## src/hdl/assert_macros.svh

```systemverilog
// ----------------------------------------------------------------------------
// assertion helpers shared by the small set table modules
// ----------------------------------------------------------------------------
`ifndef ASSERT_MACROS_SVH
`define ASSERT_MACROS_SVH

// property that must hold at every clock edge out of reset
`define ASSERT_ALWAYS(label, clk, rst_n, prop, msg) \
    label: assert property (@(posedge clk) disable iff (!rst_n) (prop)) \
        else $error(msg);

// same-cycle implication
`define ASSERT_IMPLY(label, clk, rst_n, ante, cons, msg) \
    label: assert property (@(posedge clk) disable iff (!rst_n) (ante) |-> (cons)) \
        else $error(msg);

// next-cycle implication
`define ASSERT_NEXT(label, clk, rst_n, ante, cons, msg) \
    label: assert property (@(posedge clk) disable iff (!rst_n) (ante) |=> (cons)) \
        else $error(msg);

`endif

```

## src/hdl/sst_pkg.sv

```systemverilog
// ----------------------------------------------------------------------------
// sst_pkg
// types and codes shared by the small set table controller, datapath and top
// ----------------------------------------------------------------------------
`default_nettype none

package sst_pkg;

    // command codes
    localparam logic [2:0] CMD_ADD    = 3'd0;
    localparam logic [2:0] CMD_ERASE  = 3'd1;
    localparam logic [2:0] CMD_LOOKUP = 3'd2;
    localparam logic [2:0] CMD_READ   = 3'd3;
    localparam logic [2:0] CMD_CLEAR  = 3'd4;

    // status codes
    localparam logic [2:0] ST_OK      = 3'd0;
    localparam logic [2:0] ST_DUP     = 3'd1;
    localparam logic [2:0] ST_MISSING = 3'd2;
    localparam logic [2:0] ST_FULL    = 3'd3;
    localparam logic [2:0] ST_BADPOS  = 3'd4;

    // memory read address source
    typedef enum logic [1:0] {
        ADDR_IDX  = 2'd0,
        ADDR_NEXT = 2'd1,
        ADDR_POS  = 2'd2
    } t_addr_sel;

    typedef struct packed {
        logic [2:0]  cmd;
        logic [31:0] key;
        logic [3:0]  position;
    } t_in;

    typedef struct packed {
        logic        found;
        logic [3:0]  where;
        logic [31:0] read_data;
        logic [4:0]  count;
        logic [2:0]  status;
    } t_out;

    // controller to datapath
    typedef struct packed {
        logic      load;
        logic      rd_en;
        t_addr_sel addr_sel;
        logic      idx_inc;
        logic      set_hit;
        logic      wr_shift;
        logic      wr_add;
        logic      held_dec;
        logic      held_clr;
        logic      status_we;
        logic [2:0] status;
    } t_dp_cmd;

    // datapath to controller
    typedef struct packed {
        logic [2:0] cmd;
        logic       idx_lt_held;
        logic       next_lt_held;
        logic       key_eq;
        logic       full;
        logic       pos_ok;
    } t_dp_sts;

endpackage

`default_nettype wire

```

## src/hdl/sst_dp.sv

```systemverilog
// ----------------------------------------------------------------------------
// sst_dp
// entry memory, held count, scan index and result fields of the set table
// ----------------------------------------------------------------------------
`default_nettype none

`include "assert_macros.svh"

module sst_dp #(
    parameter int CAPACITY  = 16,
    parameter int KEY_WIDTH = 32
) (
    input  wire logic            i_clk,
    input  wire logic            i_rst_n,
    input  wire sst_pkg::t_in     i_in,
    input  wire sst_pkg::t_dp_cmd i_cmd,
    output sst_pkg::t_dp_sts      o_sts,
    output sst_pkg::t_out         o_result
);

    localparam int IW = (CAPACITY > 1) ? $clog2(CAPACITY) : 1;
    localparam int CW = $clog2(CAPACITY + 1);
    localparam int PW = (CW > 4) ? CW : 4;
    localparam logic [CW-1:0] HELD_FULL = CW'(CAPACITY);

    logic [KEY_WIDTH-1:0] r_mem [CAPACITY];

    logic [2:0]           r_cmd;
    logic [KEY_WIDTH-1:0] r_key;
    logic [3:0]           r_pos;
    logic [CW-1:0]        r_idx;
    logic [IW-1:0]        r_at;
    logic                 r_hit;
    logic [2:0]           r_status;
    logic [CW-1:0]        r_held;
    logic [KEY_WIDTH-1:0] r_rd_data;

    logic [KEY_WIDTH+31:0] key_pad;
    logic [CW:0]           idx_next;
    logic [PW+3:0]         pos_pad;
    logic [PW+CW-1:0]      held_pad;
    logic [IW+3:0]         at_pad;
    logic [KEY_WIDTH+31:0] rd_pad;
    logic [CW+4:0]         cnt_pad;
    logic [IW-1:0]         rd_addr;

    // key zero-extended or cut to the stored width
    assign key_pad  = {{KEY_WIDTH{1'b0}}, i_in.key};
    assign idx_next = {1'b0, r_idx} + {{CW{1'b0}}, 1'b1};
    assign pos_pad  = {{PW{1'b0}}, r_pos};
    assign held_pad = {{PW{1'b0}}, r_held};

    always_comb begin
        case (i_cmd.addr_sel)
            sst_pkg::ADDR_IDX:  rd_addr = r_idx[IW-1:0];
            sst_pkg::ADDR_NEXT: rd_addr = idx_next[IW-1:0];
            sst_pkg::ADDR_POS:  rd_addr = pos_pad[IW-1:0];
            default:            rd_addr = r_idx[IW-1:0];
        endcase
    end

    // memory: one write port, one registered read port
    always_ff @(posedge i_clk) begin
        if (i_cmd.wr_add) begin
            r_mem[r_held[IW-1:0]] <= r_key;
        end else if (i_cmd.wr_shift) begin
            r_mem[r_idx[IW-1:0]] <= r_rd_data;
        end
    end

    always_ff @(posedge i_clk) begin
        if (i_cmd.rd_en) begin
            r_rd_data <= r_mem[rd_addr];
        end
    end

    // captured command item and scan state
    always_ff @(posedge i_clk) begin
        if (i_cmd.load) begin
            r_cmd    <= i_in.cmd;
            r_key    <= key_pad[KEY_WIDTH-1:0];
            r_pos    <= i_in.position;
            r_idx    <= '0;
            r_hit    <= 1'b0;
            r_at     <= '0;
            r_status <= sst_pkg::ST_OK;
        end else begin
            if (i_cmd.idx_inc) begin
                r_idx <= idx_next[CW-1:0];
            end
            if (i_cmd.set_hit) begin
                r_hit <= 1'b1;
                r_at  <= r_idx[IW-1:0];
            end
            if (i_cmd.status_we) begin
                r_status <= i_cmd.status;
            end
        end
    end

    always_ff @(posedge i_clk) begin
        if (!i_rst_n) begin
            r_held <= '0;
        end else if (i_cmd.held_clr) begin
            r_held <= '0;
        end else if (i_cmd.wr_add) begin
            r_held <= r_held + 1'b1;
        end else if (i_cmd.held_dec) begin
            r_held <= r_held - 1'b1;
        end
    end

    assign o_sts.cmd          = r_cmd;
    assign o_sts.idx_lt_held  = (r_idx < r_held);
    assign o_sts.next_lt_held = (idx_next < {1'b0, r_held});
    assign o_sts.key_eq       = (r_rd_data == r_key);
    assign o_sts.full         = (r_held == HELD_FULL);
    assign o_sts.pos_ok       = (pos_pad[PW-1:0] < held_pad[PW-1:0]);

    assign at_pad  = {4'd0, r_at};
    assign rd_pad  = {32'd0, r_rd_data};
    assign cnt_pad = {5'd0, r_held};

    assign o_result.found     = r_hit;
    assign o_result.where     = r_hit ? at_pad[3:0] : 4'd0;
    assign o_result.read_data = ((r_cmd == sst_pkg::CMD_READ) && (r_status == sst_pkg::ST_OK))
                                ? rd_pad[31:0] : 32'd0;
    assign o_result.count     = cnt_pad[4:0];
    assign o_result.status    = r_status;

    `ASSERT_ALWAYS(a_held_range, i_clk, i_rst_n, r_held <= HELD_FULL, "held count past capacity")
    `ASSERT_IMPLY(a_add_room, i_clk, i_rst_n, i_cmd.wr_add, r_held != HELD_FULL, "append to full table")

endmodule

`default_nettype wire

```

## src/hdl/sst_ctrl.sv

```systemverilog
// ----------------------------------------------------------------------------
// sst_ctrl
// command sequencer: scan, append, shift-down erase, clear, positional read
// ----------------------------------------------------------------------------
`default_nettype none

`include "assert_macros.svh"

module sst_ctrl (
    input  wire logic            i_clk,
    input  wire logic            i_rst_n,
    input  wire logic            i_in_valid,
    input  wire logic            i_out_free,
    input  wire sst_pkg::t_dp_sts i_sts,
    output sst_pkg::t_dp_cmd      o_cmd,
    output logic                  o_in_stall,
    output logic                  o_out_load
);

    typedef enum logic [6:0] {
        S_IDLE  = 7'b0000001,
        S_SCAN  = 7'b0000010,
        S_CMP   = 7'b0000100,
        S_SH_RD = 7'b0001000,
        S_SH_WR = 7'b0010000,
        S_EXEC  = 7'b0100000,
        S_FIN   = 7'b1000000
    } t_state;

    t_state r_state;
    t_state n_state;
    logic   accept;

    assign o_in_stall = (r_state != S_IDLE);
    assign accept     = i_in_valid && (r_state == S_IDLE);

    always_comb begin
        n_state          = r_state;
        o_cmd            = '0;
        o_cmd.addr_sel   = sst_pkg::ADDR_IDX;
        o_out_load       = 1'b0;
        case (r_state)
            S_IDLE: begin
                if (accept) begin
                    o_cmd.load = 1'b1;
                    n_state    = S_SCAN;
                end
            end
            S_SCAN: begin
                // key-based commands scan; the rest run in exec
                if ((i_sts.cmd != sst_pkg::CMD_ADD) && (i_sts.cmd != sst_pkg::CMD_ERASE) &&
                    (i_sts.cmd != sst_pkg::CMD_LOOKUP)) begin
                    n_state = S_EXEC;
                end else if (i_sts.idx_lt_held) begin
                    o_cmd.rd_en = 1'b1;
                    n_state     = S_CMP;
                end else begin
                    o_cmd.status_we = 1'b1;
                    n_state         = S_FIN;
                    if (i_sts.cmd != sst_pkg::CMD_ADD) begin
                        o_cmd.status = sst_pkg::ST_MISSING;
                    end else if (i_sts.full) begin
                        o_cmd.status = sst_pkg::ST_FULL;
                    end else begin
                        o_cmd.status = sst_pkg::ST_OK;
                        o_cmd.wr_add = 1'b1;
                    end
                end
            end
            S_CMP: begin
                if (i_sts.key_eq) begin
                    o_cmd.set_hit = 1'b1;
                    if (i_sts.cmd == sst_pkg::CMD_ERASE) begin
                        n_state = S_SH_RD;
                    end else begin
                        if (i_sts.cmd == sst_pkg::CMD_ADD) begin
                            o_cmd.status_we = 1'b1;
                            o_cmd.status    = sst_pkg::ST_DUP;
                        end
                        n_state = S_FIN;
                    end
                end else begin
                    o_cmd.idx_inc = 1'b1;
                    n_state       = S_SCAN;
                end
            end
            S_SH_RD: begin
                if (i_sts.next_lt_held) begin
                    o_cmd.rd_en    = 1'b1;
                    o_cmd.addr_sel = sst_pkg::ADDR_NEXT;
                    n_state        = S_SH_WR;
                end else begin
                    o_cmd.held_dec = 1'b1;
                    n_state        = S_FIN;
                end
            end
            S_SH_WR: begin
                o_cmd.wr_shift = 1'b1;
                o_cmd.idx_inc  = 1'b1;
                n_state        = S_SH_RD;
            end
            S_EXEC: begin
                if (i_sts.cmd == sst_pkg::CMD_READ) begin
                    if (i_sts.pos_ok) begin
                        o_cmd.rd_en    = 1'b1;
                        o_cmd.addr_sel = sst_pkg::ADDR_POS;
                    end else begin
                        o_cmd.status_we = 1'b1;
                        o_cmd.status    = sst_pkg::ST_BADPOS;
                    end
                end else if (i_sts.cmd == sst_pkg::CMD_CLEAR) begin
                    o_cmd.held_clr = 1'b1;
                end
                n_state = S_FIN;
            end
            S_FIN: begin
                if (i_out_free) begin
                    o_out_load = 1'b1;
                    n_state    = S_IDLE;
                end
            end
            default: begin
                n_state = S_IDLE;
            end
        endcase
    end

    always_ff @(posedge i_clk) begin
        if (!i_rst_n) begin
            r_state <= S_IDLE;
        end else begin
            r_state <= n_state;
        end
    end

    `ASSERT_NEXT(a_accept_busy, i_clk, i_rst_n, accept, r_state == S_SCAN, "accept did not start work")
    `ASSERT_IMPLY(a_load_free, i_clk, i_rst_n, o_out_load, i_out_free, "result loaded over pending one")
    `ASSERT_IMPLY(a_one_write, i_clk, i_rst_n, o_cmd.wr_add, !o_cmd.wr_shift, "two memory writes at once")

endmodule

`default_nettype wire

```

## src/hdl/small_set_table.sv

```systemverilog
// ----------------------------------------------------------------------------
// small_set_table
// set of distinct keys in a packed table: add, erase, lookup, read, clear
// ----------------------------------------------------------------------------
//
//  channel   valid        stall        payload
//  -------   ----------   ----------   -----------------------------------
//  command   i_in_valid   o_in_stall   i_in_data  (cmd, key, position)
//  result    o_out_valid  i_out_stall  o_out_data (found, where, read_data,
//                                                  count, status)
//
//  one command at a time, one result transfer per command transfer
//  add / lookup: each entry scanned takes a memory read, then a compare, until a hit or a miss
//  is found; erase: scan and shift-down together touch every entry
//  read, clear and unused codes skip the scan and go straight to exec
//  scan and shift steps all go through the single registered read port of the entry memory
//  reset clears the held count and the sequencer; entries stay undefined
//  a stalled result sits in the output register while the next command runs
//
`default_nettype none

module small_set_table #(
    parameter int CAPACITY  = 16,
    parameter int KEY_WIDTH = 32
) (
    input  wire logic         i_clk,
    input  wire logic         i_rst_n,
    input  wire logic         i_in_valid,
    input  wire sst_pkg::t_in i_in_data,
    output logic              o_in_stall,
    output logic              o_out_valid,
    output sst_pkg::t_out     o_out_data,
    input  wire logic         i_out_stall
);

    sst_pkg::t_dp_cmd dp_cmd;
    sst_pkg::t_dp_sts dp_sts;
    sst_pkg::t_out    result;
    logic             out_load;
    logic             out_free;

    logic             r_out_valid;
    sst_pkg::t_out    r_out;

    // output register can take a new result when empty or draining now
    assign out_free = !r_out_valid || !i_out_stall;

    sst_ctrl u_ctrl (
        .i_clk      (i_clk),
        .i_rst_n    (i_rst_n),
        .i_in_valid (i_in_valid),
        .i_out_free (out_free),
        .i_sts      (dp_sts),
        .o_cmd      (dp_cmd),
        .o_in_stall (o_in_stall),
        .o_out_load (out_load)
    );

    sst_dp #(
        .CAPACITY  (CAPACITY),
        .KEY_WIDTH (KEY_WIDTH)
    ) u_dp (
        .i_clk    (i_clk),
        .i_rst_n  (i_rst_n),
        .i_in     (i_in_data),
        .i_cmd    (dp_cmd),
        .o_sts    (dp_sts),
        .o_result (result)
    );

    // result register, parts the result side from the sequencer
    always_ff @(posedge i_clk) begin
        if (!i_rst_n) begin
            r_out_valid <= 1'b0;
        end else if (out_load) begin
            r_out_valid <= 1'b1;
        end else if (!i_out_stall) begin
            r_out_valid <= 1'b0;
        end
    end

    always_ff @(posedge i_clk) begin
        if (out_load) begin
            r_out <= result;
        end
    end

    assign o_out_valid = r_out_valid;
    assign o_out_data  = r_out;

endmodule

`default_nettype wire

```

## config.mk

```make
export PLATFORM = sky130hd
export DESIGN_NAME = small_set_table
export DESIGN_NICKNAME = d
export VERILOG_FILES = /design/src/hdl/sst_pkg.sv /design/src/hdl/sst_dp.sv /design/src/hdl/sst_ctrl.sv /design/src/hdl/small_set_table.sv
export VERILOG_INCLUDE_DIRS = /design/src /design/src/hdl
export SDC_FILE = /design/constraint.sdc
export NUM_CORES = 1
export LEC_CHECK = 0
export ABC_AREA = 1
export BUFFER_PORTS_ARGS = -buffer_cell sky130_fd_sc_hd__buf_2
export CORE_AREA = 5 5 253 280
export CTS_CLUSTER_SIZE = 14
export DETAILED_ROUTE_END_ITERATION = 10
export DIE_AREA = 0 0 258 285
export PLACE_DENSITY = 0.63
export SLEW_MARGIN = 20
export SYNTH_ARGS = -nofsm -noshare
export SYNTH_HDL_FRONTEND = slang
export SYNTH_SLANG_ARGS = --single-unit
export TNS_END_PERCENT = 10
```

## constraint.sdc

```tcl
create_clock -name i_clk -period 7.62 [get_ports i_clk]
set_input_delay 1.524 -clock i_clk [delete_from_list [all_inputs] [get_ports i_clk]]
set_output_delay 1.524 -clock i_clk [all_outputs]
set_load 0.005 [all_outputs]
```

## Word level (Yosys, flattened, before mapping)

Memory sizes are Yosys's and may differ from the RTL's. A register that Yosys moved wholly into a read port is not among the register bits.
Cells that the tools add are included.

| storage, ports and cells | value |
|---|---|
| register bits | 110 |
| bits in writable memories | 512 |
| input port bits | 43 |
| output and inout port bits | 47 |
| word-level logic and storage cells | 114 |
| memories | 1 |

| cells by class | value |
|---|---|
| add/subtract/negate cells | 3 |
| magnitude comparators | 3 |
| eq/ne operators | 20 |
| mux-type cells | 57 |
| bitwise gates (word level) | 1 |
| reductions and logical operators | 14 |

Memory list:

| memory | depth | bits a word | read ports | clocked after memory_dff | write ports | line | text |
|---|---|---|---|---|---|---|---|
| u_dp.r_mem | 16 | 32 | 1 | 1 | 1 | sst_dp.sv:26 | `logic [KEY_WIDTH-1:0] r_mem [CAPACITY];` |

Operator list:

| operator | count |
|---|---|
| two-way mux 7 bit | 7 |
| one-hot mux 7 bit (7 select lines) | 1 |
| equality test 32 bit | 1 |
| two-way mux 32 bit | 1 |
| two-way mux 4 bit | 8 |
| OR reduction 32 bit | 1 |
| two-way mux 1 bit | 28 |
| one-hot mux 4 bit (3 select lines) | 1 |
| two-way mux 5 bit | 2 |
| two-way mux 3 bit | 3 |
| one-hot mux 4 bit (2 select lines) | 1 |
| equality test 7 x 1 -> 1 bit (second input constant) | 1 |
| equality test 7 x 2 -> 1 bit (second input constant) | 1 |
| equality test 7 x 3 -> 1 bit (second input constant) | 1 |
| equality test 7 x 4 -> 1 bit (second input constant) | 1 |
| equality test 7 x 5 -> 1 bit (second input constant) | 1 |
| equality test 7 x 6 -> 1 bit (second input constant) | 1 |
| equality test 7 bit (second input constant) | 1 |
| inequality test 7 x 1 -> 1 bit (second input constant) | 1 |
| adder 5 x 1 -> 6 bit (second input constant) | 1 |
| logical NOT 3 bit | 2 |
| less-than comparator 6 x 5 -> 1 bit | 1 |
| adder 5 x 1 -> 5 bit (second input constant) | 1 |
| equality test 5 bit (second input constant) | 1 |
| other kinds (24) | 30 |

## Logic depth before layout (Yosys ltp)

| logic depth | value |
|---|---|
| depth after elaboration | 10 |
| gate-level depth with buffers | 21 |
| depth with buffers taken out | 19 |

## Hierarchy

A second synthesis with hierarchy kept.

| second synthesis, totals | value |
|---|---|
| cells, all modules | 2,650 |
| area, all modules | 28,625.0 um2 |

By module, submodules not included:

| module | instances | cells an instance | area an instance (um2) | seq. area each (um2) |
|---|---|---|---|---|
| sst_dp | 1 | 2,500 | 26,620.5 | 17,867.1 |
| small_set_table | 1 | 50 | 1,393.8 | 1,371.3 |
| sst_ctrl | 1 | 100 | 610.6 | 140.1 |

## Worst setup path after synthesis

OpenSTA, ideal clock, no wires.

| timing | value |
|---|---|
| path kind | input-to-reg |
| from | input i_out_stall |
| to | register r_out, in the netlist o_out_data[0], enable pin |
| setup time | 0.447 ns |
| data arrival time | 3.536 ns |
| data required time | 7.173 ns |
| slack | 3.637 ns |
| stages on the path | 3 |
| path buffers | 0 |
| cell sequence | nand2_1 -> inv_1 -> nor2_1 |

| on the way | value |
|---|---|
| longest elaborated chain between the ends | 4 |

RTL lines:

| what | line | text |
|---|---|---|
| from (decl) | small_set_table.sv:33 | `input wire logic i_out_stall` |
| logical NOT 1 bit | - |  |
| logical OR 1 bit | small_set_table.sv:46 | `assign out_free = !r_out_valid \|\| !i_out_stall;` |
| two-way mux 1 bit | sst_ctrl.sv:117 | `if (i_out_free) begin` |
| two-way mux 1 bit | sst_ctrl.sv:42 | `case (r_state)` |
| named net out_load | small_set_table.sv:39 | `logic out_load;` |
| to (signal assigned) | small_set_table.sv:84 | `r_out <= result;` |
| to (decl) | small_set_table.sv:43 | `sst_pkg::t_out r_out;` |

The timed path passes the listed nets, and every way through them passes these cells.
A chain may end at the register's enable or synchronous reset.

## Worst setup path after layout

| timing | value |
|---|---|
| from | register u_dp.r_idx[0] |
| to | register u_dp.r_rd_data[1], read port of u_dp.r_mem, data pin |

| on the way | value |
|---|---|
| longest elaborated chain between the ends | 6 |
| elaborated cells between the ends (all ways) | 11 |
| those cells by class | 1 x add/sub; 2 x order compare; 2 x eq/ne; 6 x mux |

RTL lines:

| what | line | text |
|---|---|---|
| from (decl) | sst_dp.sv:31 | `logic [CW-1:0] r_idx;` |
| from (signal assigned) | sst_dp.sv:89 | `r_idx <= idx_next[CW-1:0];` |
| adder 5 x 1 -> 6 bit * | sst_dp.sv:49 | `assign idx_next = {1'b0, r_idx} + {{CW{1'b0}}, 1'b1};` |
| named net u_dp.idx_next[4] | sst_dp.sv:39 | `logic [CW:0] idx_next;` |
| less-than comparator 6 x 5 -> 1 bit * | sst_dp.sv:115 | `assign o_sts.next_lt_held = (idx_next < {1'b0, r_held});` |
| two-way mux 3 bit * | sst_ctrl.sv:88 | `if (i_sts.next_lt_held) begin` |
| one-hot mux 2 bit (2 select lines) | sst_ctrl.sv:42 |  |
| equality test 2 bit / equality test 2 x 1 -> 1 bit (equally long branches) | sst_dp.sv:54 | `case (i_cmd.addr_sel)` |
| one-hot mux 4 bit (2 select lines) | sst_dp.sv:54 |  |
| to (decl) | sst_dp.sv:36 | `logic [KEY_WIDTH-1:0] r_rd_data;` |

The timed path passes the listed nets; every way through them passes the cells marked *.

==> summary.md <==
The die footprint came out at 73500 um^2. The initialized floorplan defines 100 standard-cell rows. CTS saw 654 sinks. The share of synthesized flip-flops with an asynchronous set or reset works out to 0.

Synthesis produced a netlist with a net count of 2169. In this run the remaining antenna-violating nets after routing total 0. The buffers plus inverters on the worst setup path was 3. TritonCTS built the clock tree.

The tightest min-delay check is of the reg2reg type. The first routing iteration left 1597 violations. The height of the die came out at 285 um. Number of pins with negative max-slew slack in the final report: 0. Type of element capturing the critical path: a register. The maximum fanout along the worst path was 69; the arrival time of data at the critical path endpoint was 5200 ps. Buffers placed on the I/O ports in this run total 89.

The core region is 67400 um^2. For this design, the CTS-stage hold fixing added 0 buffers. Counting the fill cells in the layout gives 5951. The routed design has 68500 um of wire. The final layout contains 2267 nets. Derived from the worst setup path, the maximum achievable clock frequency is 212 MHz. Number of synthesized register bits: 654.

The run gives 0.158 as the worst slew margin relative to its limit. Between clock sinks in the finished design, the worst skew comes to 16.2 ps. The biggest area contributor in the post-synthesis netlist is edfxtp_1. Cell leakage power: 10.3 nW. The signal on the critical path passes through ha_1, nand3_1, xor2_1, ha_1, and3_1, nand2_1, o211ai_1, nor2_1, ha_1, inv_2, nand3_1, o21ai_4, buf_4, buf_4, o211ai_1, o21ai_1, nor2_1, o21ai_1. After routing the design area is 30400 um^2. The ratio of cells with drive above 1 in the final layout came out at 0.144.

For this run, the slowest stage of the critical path takes 880 ps. The run gives 0 as the count of synthesis-stage warnings from yosys. The setup-violating endpoint count in the final report was 0; the pin count of the biggest net entering global routing was 280.

Final cycle utilization of the critical path: 0.620. Final worst-path setup slack: 2900 ps. The final routed wire length divided by cell count is 21.9 um. On the critical path, the stage with the largest delay is an instance of buf_4.

The internal power of the cells totals 5.86 mW. The top-area cell type share of the netlist area is 0.705, and the number of placed cells counting well taps is 3010. The routability congestion estimate from global placement is 0.817, and the post-CTS clock slew at the launch and capture registers of the worst setup and hold paths is 60 ps.

The number of synthesized flops with an enable pin came out at 628. Wire segments on met2 add up to 33100 um in the final route. Synthesis handed over a netlist of 2108 instances. The critical path is of the reg2reg type. In the routed layout, each cell is associated on average with a via count of 5.47.

For the number of global-route vias before repair, the log shows 16600. In this run the count of I/O pins placed on the die edge is 90. The power share of the sequential group is 0.551, and the largest voltage drop on the vdd net is 0.000184 V. The logs give 0 for the global route total overflow and 3 for the maximum clock path buffer count. At the later pin of the worst-skew pair, clock insertion delay measures 630 ps. The smallest clock period supported by the final layout is computed as 4720 ps.

For this design the total switching power over the nets is 1.56 mW. Hold is met by 430 ps. Before CTS, the worst setup slack after placement is 2940 ps.

The mean instance size in the synthesized netlist was 12.7 um^2. Setup repair after global routing left no endpoint under its margin. In the synthesized netlist the dominant register cell turns out to be edfxtp_1. The worst setup path is launched from a register. The final HPWL from detailed placement is 34300 um, and the count of max-cap constraint violations is 0. The clock root buffer master is clkbuf_16.

Once layout is complete, the cells apart from fillers number 3125. The tools report the instance area at placement as 28400 um^2. By area the synthesized netlist is led by edfxtp_1 70%, o211ai_1 5.4%, o21ai_0 4.1%. The width of the chip was 258 um; the fraction of the yosys area taken by sequential cells was 0.724.

The run finished with clean final reports. The tools report the global-route wire length before repair as 101000 um. Ranked by instance count, the synthesized netlist is headed by 628 x edfxtp_1, 253 x nor2_1, 221 x o21ai_0, 218 x nand2_1, 194 x o211ai_1. The tools report the hold violation count in the final report as 0.

In this run the cell area of the synthesized design comes to 26800 um^2. For the total routing resource utilization after global routing, the log shows 0.179. The clock buffer count from CTS came out at 61.

The tools report the number of antenna violations at the first check in global routing as 1. The run gives 17100 as the number of vias after detailed routing. The cell that appears most often on the critical path is ha_1. Remaining routing DRC violations: 0. Buffers added to address setup during post-CTS repair amount to 0. The initial standard-cell utilization of the core came out at 0.397. Once the clock tree was built, the resizer swapped 0 gates to a different size. The clock tree synthesis step divided the H-tree into 2 levels.

The leading cell type by number of instances after synthesis was edfxtp_1. The switching power as a share of total power was 0.210; the area growth from synthesis to layout was 13.5%. After detailed routing, the met3 layer carries 4720 um of wire. In the final timing run, aggregate negative setup slack is 0 ps.

The slew at the pin closest to its max-slew limit was 1260 ps; the relative contribution of combinational cells to total power was 0.040. Synthesis instantiated 41 different standard cells from the library. The cell family contributing the most delay on the critical path was buffers and inverters. The repair_antennas step left the layout with diodes totalling 0. For the share of power burned in the clock network, the log shows 0.409. Required time of the critical path: 8100 ps. The first detailed-routing pass ran for 6 iterations. Length of routed wiring on met1: 29100 um. Top layer reached by signal wires: met5.

The ratio of total power to cell area is 244 nW/um^2.
==> routing by layer <==
metal  vias to the layer above  GRT usage
met1                      8510      0.244
met2                       614      0.304
li1                       7847          -
met4                         2     0.0481
met3                       120     0.0264
met5                         -          0
==> worst reg2reg max path, cell delays in order, from the launching register on <==
cell      delay (ps)
dfxtp_1          520
ha_1             250
nand3_1          100
xor2_1           200
ha_1             270
and3_1           150
nand2_1           60
o211ai_1         110
nor2_1           160
ha_1             320
inv_2            160
nand3_1          140
o21ai_4           90
buf_4            490
buf_4            910
o211ai_1         250
o21ai_1          160
nor2_1            60
o21ai_1          170
==> state kept, by name (all words and copies together) (netlist names), 4 cells and up <==
signal	flops
u_dp.r_rd_data	32
o_out_data	45
u_dp.r_at	4
u_ctrl.r_state	7
u_dp.r_key	32
u_dp.r_pos	4
u_dp.r_held	5
u_dp.r_mem	512
u_dp.r_idx	5
==> area by class of cell <==
class / instances / area, um^2 / area share
Sequential cell: 654 / 19400 / 0.638
Multi-Input combinational cell: 1196 / 6430 / 0.212
Clock buffer: 75 / 1600 / 0.0527
Tap cell: 867 / 1080 / 0.0357
Timing Repair Buffer: 150 / 928 / 0.0306
Inverter: 143 / 546 / 0.0180
Clock inverter: 40 / 395 / 0.0130
==> through the flow <==
step | util | power (mW)
finish | 0.450 | 7.42
global route | 0.450 | 7.66
CTS | 0.450 | 7.48
detailed placement | 0.421 | 4.46
global placement | 0.421 | 4.45
floorplan | - | 4.31
==> cells by family after synthesis <==
family	Yosys count	share of synthesized area
simple gates	659	0.107
buf+inv	258	0.0407
xor+xnor	7	0.00229
fa+ha+maj	18	0.00870
compound gates	512	0.117
flops	654	0.724
==> power groups by stage <==
stage | Clock (mW) | Sequential (mW) | Combinational, mW
after global routing | 3.24 | 4.09 | 0.334
after detailed placement | 0 | 4.16 | 0.299
after CTS | 3.09 | 4.09 | 0.300
final | 3.04 | 4.09 | 0.300
after floorplan | 0 | 4.15 | 0.158
after global placement | 0 | 4.16 | 0.287
==> placed cells by master (no fill, tap or decap), drive strengths merged, types with 2 or more instances in the layout <==
| cell type | Yosys | layout |
|---|---|---|
| xor2 | 7 | 7 |
| nor4 | 5 | 5 |
| nand3 | 64 | 64 |
| edfxtp | 628 | 628 |
| a22oi | 2 | 2 |
| o21ai | 270 | 270 |
| or2 | 108 | 108 |
| nor3 | 3 | 3 |
| nand4 | 6 | 6 |
| ha | 17 | 17 |
| nor2 | 253 | 253 |
| dfxtp | 26 | 26 |
| inv | 143 | 144 |
| nand2 | 218 | 218 |
| clkbuf | 46 | 75 |
| bufinv | 0 | 7 |
| o211ai | 194 | 194 |
| clkinvlp | 0 | 3 |
| o22ai | 22 | 22 |
| a21oi | 16 | 16 |
| buf | 69 | 150 |
| clkinv | 0 | 29 |
==> worst paths after layout <==
kind / slack, ps / depth (start not counted) / endpoint / start
min reg2reg: 430 / 0 / o_out_data[7] / u_dp.r_held[4]
max reg2reg: 2900 / 18 / u_dp.r_rd_data[1] / u_dp.r_idx[0]
max: 2900 / 18 / u_dp.r_rd_data[1] / u_dp.r_idx[0]
min: 430 / 0 / o_out_data[7] / u_dp.r_held[4]
No activity file was read; power rests on OpenSTA's default activity.
